$ cat src/rtl/core/rfcb_pkg.sv
`timescale 1ns / 1ps
// ----------------------------------------------------------------------------
// rfcb_pkg
// Shared constants, request and operation codes and the result record of the
// rectangle fill / bounding box canvas core.
// ----------------------------------------------------------------------------
package rfcb_pkg;

  // default canvas geometry
  localparam int CanvasWidthDef  = 128;
  localparam int CanvasHeightDef = 128;

  // depth of the command queue between front and back
  localparam int CmdFifoDepthDef = 2;

  localparam int PixW  = 24;
  localparam int BndW  = 7;
  localparam int ChanW = 8;

  localparam logic [PixW-1:0] PixWhite = 24'hFF_FFFF;

  // request codes on req_type
  localparam logic [1:0] ReqFill = 2'd0;
  localparam logic [1:0] ReqBox  = 2'd1;
  localparam logic [1:0] ReqRead = 2'd2;

  // operation handed from front to back
  typedef enum logic [1:0] {
    OpNop  = 2'd0,
    OpFill = 2'd1,
    OpScan = 2'd2,
    OpRead = 2'd3
  } op_e;

  typedef struct packed {
    logic [BndW-1:0]  first_col;
    logic [BndW-1:0]  last_col;
    logic [BndW-1:0]  first_row;
    logic [BndW-1:0]  last_row;
    logic             canvas_blank;
    logic [ChanW-1:0] pix_red;
    logic [ChanW-1:0] pix_green;
    logic [ChanW-1:0] pix_blue;
  } res_t;

endpackage

$ cat src/rtl/core/rfcb_cmd_fifo.sv
`timescale 1ns / 1ps
// ----------------------------------------------------------------------------
// rfcb_cmd_fifo
// Short command queue between the front end and the back end.
// ----------------------------------------------------------------------------
module rfcb_cmd_fifo #(
  parameter type cmd_t = logic,
  parameter int  DEPTH = rfcb_pkg::CmdFifoDepthDef
) (
  input  logic clk_i,
  input  logic rst_ni,
  input  logic push_i,
  input  cmd_t data_i,
  output logic full_o,
  input  logic pop_i,
  output cmd_t data_o,
  output logic empty_o
);

  localparam int PtrW = $clog2(DEPTH);
  localparam int CntW = $clog2(DEPTH + 1);

  cmd_t            mem_q [DEPTH];
  logic [PtrW-1:0] wr_ptr_q, wr_ptr_d;
  logic [PtrW-1:0] rd_ptr_q, rd_ptr_d;
  logic [CntW-1:0] cnt_q, cnt_d;
  logic            do_push, do_pop;

  assign full_o  = (cnt_q == CntW'(DEPTH));
  assign empty_o = (cnt_q == '0);
  assign do_push = push_i && !full_o;
  assign do_pop  = pop_i && !empty_o;
  assign data_o  = mem_q[rd_ptr_q];

  always_comb begin
    wr_ptr_d = wr_ptr_q;
    rd_ptr_d = rd_ptr_q;
    cnt_d    = cnt_q;
    if (do_push) begin
      wr_ptr_d = (wr_ptr_q == PtrW'(DEPTH - 1)) ? '0 : wr_ptr_q + 1'b1;
    end
    if (do_pop) begin
      rd_ptr_d = (rd_ptr_q == PtrW'(DEPTH - 1)) ? '0 : rd_ptr_q + 1'b1;
    end
    if (do_push && !do_pop) begin
      cnt_d = cnt_q + 1'b1;
    end else if (do_pop && !do_push) begin
      cnt_d = cnt_q - 1'b1;
    end
  end

  always_ff @(posedge clk_i or negedge rst_ni) begin
    if (!rst_ni) begin
      wr_ptr_q <= '0;
      rd_ptr_q <= '0;
      cnt_q    <= '0;
    end else begin
      wr_ptr_q <= wr_ptr_d;
      rd_ptr_q <= rd_ptr_d;
      cnt_q    <= cnt_d;
    end
  end

  always_ff @(posedge clk_i) begin
    if (do_push) begin
      mem_q[wr_ptr_q] <= data_i;
    end
  end

endmodule

$ cat config.mk
export PLATFORM = sky130hd
export DESIGN_NAME = rfcb_cmd_fifo
export DESIGN_NICKNAME = d
export VERILOG_FILES = /design/src/rtl/core/rfcb_pkg.sv /design/src/rtl/core/rfcb_cmd_fifo.sv
export SDC_FILE = /design/constraint.sdc
export NUM_CORES = 1
export LEC_CHECK = 0
export ABC_AREA = 1
export ABC_CLOCK_PERIOD_IN_PS = 2200
export BUFFER_PORTS_ARGS = -buffer_cell sky130_fd_sc_hd__clkbuf_2
export CORE_AREA = 2 2 39 41
export CTS_BUF_LIST = sky130_fd_sc_hd__clkbuf_2
export CTS_CLUSTER_DIAMETER = 150
export CTS_CLUSTER_SIZE = 12
export DETAILED_ROUTE_END_ITERATION = 7
export DIE_AREA = 0 0 41 43
export PLACE_DENSITY = 0.39
export SLEW_MARGIN = 10
export SYNTH_ARGS = -nofsm -noshare
export SYNTH_HDL_FRONTEND = slang
export SYNTH_SLANG_ARGS = --single-unit
$ cat constraint.sdc
create_clock -name clk_i -period 2.2 [get_ports clk_i]
set_input_delay 0.22 -clock clk_i [delete_from_list [all_inputs] [get_ports clk_i]]
set_output_delay 0.22 -clock clk_i [all_outputs]
set_load 0.05 [all_outputs]
==> impl_metrics.json, run 1 <==
{
  "routed_via_density": 3.82,
  "critPathLaunchType": "flip-flop",
  "numCtsBuffers": 3,
  "seq_area_frac_synth_pct": 52.5,
  "endpoint_kind": "flip-flop",
  "clkSinkCount": 6,
  "synth_warnings": 0,
  "synthCells": 37,
  "slew_violations": 0,
  "track_usage_pct": 9.81,
  "worstPathMaxFanout": 7,
  "root_buffer": "clkbuf_2",
  "cp.arrival_ns": 1.56,
  "rsz0062_at_grt": "false",
  "grt.overflow.total": 0,
  "holdPathStages": 1,
  "peakVddDrop_v": 0.000323,
  "syn-num-nets": 43,
  "ios": 8,
  "die_x_um": 41,
  "gp_congestion": 0.608,
  "path_class": "flip-flop to flip-flop",
  "remaining_drc_errors": 0,
  "skew_ns": 0.00222,
  "insertion_delay_ns": 0.23,
  "fin_ws_ns": 0.763,
  "finalSetupViolCount": 0,
  "detail-route-antenna-nets": 0,
  "dieArea_um2": 1760,
  "min_from": "data_i",
  "final_common_cell": "nand2_1",
  "max_slew_margin_pct": 79.2,
  "drive_above_1_share_pct": 26.5,
  "period_minus_slack_ns": 1.44,
  "reg2reg_from": "cnt_q[0]$_DFFE_PN0P_",
  "path_clk_slew_ns": 0.07,
  "grt_pass1_wl_um": 972,
  "core-area_um2": 1380,
  "num_antenna_cells": 0,
  "grt_pass1_vias": 247,
  "fin_setup_tns_ns": 0,
  "powerDensity_nw_per_um2": 1550,
  "synth_cell_types": 12,
  "leakage_nw": 0.218,
  "worst_slew_pin_slew_ns": 0.309,
  "final_cell_mix": "nand2_1, clkbuf_2, inv_1",
  "reg2reg_slack_ns": 0.76,
  "vias": 248,
  "min_period_over_period_pct": 65.3,
  "nets": 56,
  "hold_viol_final": 0,
  "drv_cap": 0,
  "ys_seq_elements": 6,
  "syn_avg_cell_area_um2": 8.25,
  "drt-initial-drc-count": 7,
  "die_y_um": 43,
  "clock_tree.buffer_depth": 2,
  "drt-pass1-iter-count": 4,
  "wl_per_cell_um": 9.29,
  "cts_tree": "built",
  "hp-class": "input pin to flip-flop",
  "synth_area_um2": 305,
  "hpwl_um": 452,
  "fillers": 151,
  "post-cts-setup-buffers": 0,
  "r2r_cells": 6,
  "dp_slack_ns": 0.731,
  "status": "completed",
  "area_growth_pct": 27.9,
  "drt-total-wl_um": 604,
  "whs_endpoint": "mem_q[0]$_DFFE_PP_",
  "h-tree-depth": 1,
  "clock.fmax_mhz": 696,
  "cp_data_required_time_ns": 2.33,
  "rows": 14,
  "antenna_found_initial": 0,
  "r2r_end": "cnt_q[1]$_DFFE_PN0P_",
  "grt_max_degree": 8,
  "start_util_pct": 22.1,
  "portBuffers": 7
}
==> per-stage QoR <==
step | utilization (%) | std cells | power [mW] | instance area [µm²] | hold slack (ns)
6_report | 28.2 | 65 | 0.604 | 390 | 0.178
5_1_grt | 28.2 | 65 | 0.666 | 390 | 0.148
4_1_cts | 28.2 | 65 | 0.616 | 390 | 0.162
3_5_place_dp | 26.0 | 60 | 0.517 | 360 | 0.0374
3_3_place_gp | 26.0 | 60 | 0.516 | 360 | 0.0362
2_1_floorplan | - | 37 | 0.449 | 305 | -0.0756
==> synth_stat cells, drive strengths merged <==
cell type   n  share of area (%)
nand2      12                 15
inv         8                9.8
dfrtp       4                 33
nor2        4                6.6
edfxtp      2                 20
o21ai       2                3.3
ha          1                4.1
nand3       1                1.6
nand3b      1                2.5
nand4       1                2.1
xnor2       1                2.9
==> sequential cells by signal (all words and copies together) (netlist names) <==
name and cells:
rd_ptr_q 1, mem_q 2, cnt_q 2, wr_ptr_q 1
==> critical path, cell delays in order (launching register included) <==
cell     delay, ns
dfrtp_1       0.46
o21ai_0       0.31
ha_1          0.31
inv_1         0.08
nand3_1       0.07
nand2_1       0.06
nand2_1       0.04
==> kinds of logic after synthesis <==
| logic type | count (synthesis) | synth area share, % |
|---|---|---|
| AND/OR/NAND/NOR | 19 | 27.5 |
| buffers and inverters | 8 | 9.84 |
| flip-flops | 6 | 52.5 |
| AO/OA/AOI/OAI | 2 | 3.28 |
| XOR/XNOR | 1 | 2.87 |
| adder cells (fa/ha/maj) | 1 | 4.10 |
==> worst max-delay path by stage <==
stage	slack, ns	cells after the start	to	start
6_report	0.76	6	cnt_q[1]$_DFFE_PN0P_	cnt_q[0]$_DFFE_PN0P_
5_1_grt	0.61	6	cnt_q[1]$_DFFE_PN0P_	cnt_q[0]$_DFFE_PN0P_
4_1_cts	0.72	6	cnt_q[1]$_DFFE_PN0P_	cnt_q[0]$_DFFE_PN0P_
3_5_place_dp	0.73	6	cnt_q[1]$_DFFE_PN0P_	cnt_q[0]$_DFFE_PN0P_
3_3_place_gp	0.76	6	cnt_q[1]$_DFFE_PN0P_	cnt_q[0]$_DFFE_PN0P_
2_1_floorplan	0.56	7	cnt_q[1]$_DFFE_PN0P_	cnt_q[0]$_DFFE_PN0P_
==> where the power goes <==
group          switching [mW]  internal, mW
Combinational           0.213        0.0921
Sequential             0.0399         0.165
Clock                  0.0465        0.0483
==> layer usage <==
metal	vias up	part of all wire, %	global-route usage, %
met5	-	0	0
met4	0	0	10.0
met3	0	6.5	7.85
met2	6	45	11.9
met1	107	49	9.54
li1	135	-	-
==> cell type report <==
cell class              instances  area (µm²)  area share, %
multi-input cells              23         115           29.5
flip-flops and latches          6         160           41.0
repair buffers                  8        45.0           11.5
inverters                       8        30.0           7.69
well taps                      16        20.0           5.13
clock buffers                   4        20.0           5.13
==> repair_timing <==
item                                   4_1_cts  5_1_grt
resized for setup                            0        0
endpoints found under the hold margin        4        0
hold buffers                                 1        0
No activity file was read; power rests on OpenSTA's default activity.
==> run 2: changes to the inputs <==
--- a/config.mk
+++ b/config.mk
@@ -6,7 +6,7 @@
 export NUM_CORES = 1
 export LEC_CHECK = 0
 export ABC_AREA = 1
-export ABC_CLOCK_PERIOD_IN_PS = 2200
+export ABC_CLOCK_PERIOD_IN_PS = 1500
 export BUFFER_PORTS_ARGS = -buffer_cell sky130_fd_sc_hd__clkbuf_2
 export CORE_AREA = 2 2 39 41
 export CTS_BUF_LIST = sky130_fd_sc_hd__clkbuf_2
==> constraint.sdc (replaced) <==
create_clock -name clk_i -period 1.5 [get_ports clk_i]
set_input_delay 0.15 -clock clk_i [delete_from_list [all_inputs] [get_ports clk_i]]
set_output_delay 0.15 -clock clk_i [all_outputs]
set_load 0.05 [all_outputs]
==> run 2 against run 1 <==
Compared with the run above: register-to-register slack worse by 0.61 ns; sequential share of layout area down 1.3 points; core utilization up 0.90 points; final area up 3.2%; first-iteration DRC count down 14%; sequential power up 46%.
==> impl_metrics.json, run 2 (synthesis gave the netlist of run 1 again) <==
{
  "total_power_mw": 0.922,
  "multi_input_area_um2": 120,
  "grt_max_degree": 5,
  "ios": 8,
  "max_slew_margin_pct": 81.7,
  "clkSinkCount": 6,
  "post-cts-setup-buffers": 0,
  "status": "completed",
  "start_util_pct": 22.1,
  "num_antenna_cells": 0,
  "routed_via_density": 3.92,
  "register_area_um2": 160,
  "root_buffer": "clkbuf_2",
  "cts_tree": "built",
  "skew_ns": 0.000161,
  "leakage_nw": 0.224,
  "track_usage_pct": 8.31,
  "wl_per_cell_um": 8.32,
  "rsz0062_at_grt": "false",
  "place_inst": 61,
  "grt_pass1_vias": 245,
  "design_area_um2": 403,
  "cp.arrival_ns": 1.46,
  "worst_slew_pin_slew_ns": 0.276,
  "area_growth_pct": 32.0,
  "p_seq_share_pct": 32.2,
  "power_switching_mw": 0.452,
  "detail-route-antenna-nets": 0,
  "numCtsBuffers": 3,
  "insertion_delay_ns": 0.22,
  "cpPeakStageDelay_ns": 0.41,
  "path_class": "flip-flop to flip-flop",
  "p_sw_share_pct": 49.0,
  "critPathSlowestCell": "dfrtp_1",
  "period_minus_slack_ns": 1.34,
  "finalNonFillerCells": 66,
  "fillers": 151,
  "final_cell_mix": "nand2_1, clkbuf_2, inv_1",
  "dieArea_um2": 1760,
  "drt-pass1-iter-count": 3,
  "nets": 57,
  "endpoint_kind": "flip-flop",
  "powerDensity_nw_per_um2": 2290,
  "intPower_mw": 0.470,
  "die_x_um": 41,
  "vias": 259,
  "slew_violations": 0,
  "placed_area_um2": 373,
  "clock_tree.buffer_depth": 2,
  "h-tree-depth": 1,
  "drive_above_1_share_pct": 28.0,
  "reg.largest.list": "cnt_q (2), mem_q (2)",
  "rows": 14,
  "portBuffers": 7,
  "critPathLaunchType": "flip-flop",
  "peakVddDrop_v": 0.000891,
  "hp-class": "input pin to flip-flop",
  "path_clk_slew_ns": 0.07,
  "gp_congestion": 0.687,
  "final_common_cell": "nand2_1",
  "p_comb_share_pct": 53.1,
  "min_period_over_period_pct": 89.6,
  "fin_setup_tns_ns": 0,
  "crit_chain": "inv_1, nor2_4, nor2_2, ha_1, inv_1, nand3_1, nand2_1, nand2_1",
  "die_y_um": 43,
  "remaining_drc_errors": 0,
  "grt_pass1_wl_um": 924,
  "cp_data_required_time_ns": 1.62,
  "worstPathMaxFanout": 4,
  "clock.fmax_mhz": 744,
  "hpwl_um": 442,
  "antenna_found_initial": 0,
  "drt-initial-drc-count": 6,
  "grt.overflow.total": 0,
  "core-area_um2": 1380,
  "hold_viol_final": 0,
  "finalSetupViolCount": 0,
  "drt-total-wl_um": 549,
  "pwr-share-clk_pct": 14.7,
  "drv_cap": 0
}
## run 2: cell types whose count changed in the layout (fill, tap and decap cells not counted), sizes merged
cell and delta:
buf +1
## run 2: metal layers
layer  global-route usage (%)  up-vias  routed length (µm)
met5                        0        -                   0
met1                     9.93      112                 252
met4                     6.00        0                   0
met2                     10.6        9                 249
met3                     4.71        0                  46
li1                         -      138                   -
## run 2: critical path, delay by kind of cell, from the launching register on
family | cells | cell delay [ns]
buffers and inverters | 2 | 0.23
flip-flops | 1 | 0.41
adder cells (fa/ha/maj) | 1 | 0.26
AND/OR/NAND/NOR | 5 | 0.35
## run 2: worst paths after layout
check | startpoint | endpoint | slack (ns) | cells past startpoint
worst min-delay path | data_i | mem_q[0]$_DFFE_PP_ | 0.11 | 1
worst min register to register | wr_ptr_q$_DFFE_PN0N_ | wr_ptr_q$_DFFE_PN0N_ | 0.48 | 2
min in group asynchronous | rst_ni | cnt_q[1]$_DFFE_PN0P_ | 0.26 | 2
worst max-delay path | cnt_q[1]$_DFFE_PN0P_ | cnt_q[1]$_DFFE_PN0P_ | 0.16 | 8
worst max register to register | cnt_q[1]$_DFFE_PN0P_ | cnt_q[1]$_DFFE_PN0P_ | 0.16 | 8
max in group asynchronous | rst_ni | rd_ptr_q$_DFFE_PN0P_ | 1.12 | 2
## run 2: timing repair
| action | 4_1_cts | 5_1_grt |
|---|---|---|
| gates resized for setup | 0 | 1 |
| hold buffers | 1 | 0 |
| hold endpoints to repair | 4 | 0 |
| endpoints found under the setup margin | 0 | 1 |
## run 2: area by class of cell
cell class              count  share of cell area [%]
inverters                   8                    7.45
well taps                  16                    4.97
flip-flops and latches      6                    39.8
repair buffers              9                    13.0
clock buffers               4                    4.97
multi-input cells          23                    29.8
## run 2: power by group through the flow
stage	Clock (mW)	Sequential [mW]	Combinational, mW
2_1_floorplan	0	0.296	0.377
3_3_place_gp	0	0.296	0.497
3_5_place_dp	0	0.299	0.492
4_1_cts	0.140	0.297	0.495
5_1_grt	0.150	0.310	0.549
6_report	0.135	0.297	0.490
## run 2: metrics by stage
step           worst slack, ns  utilization, %  hold WS, ns
4_1_cts                  0.116            29.1       0.0999
3_3_place_gp             0.125            26.9      -0.0293
3_5_place_dp             0.132            26.9      -0.0384
6_report                 0.155            29.1        0.114
5_1_grt                 0.0291            29.1       0.0892
2_1_floorplan           0.0150               -       -0.146
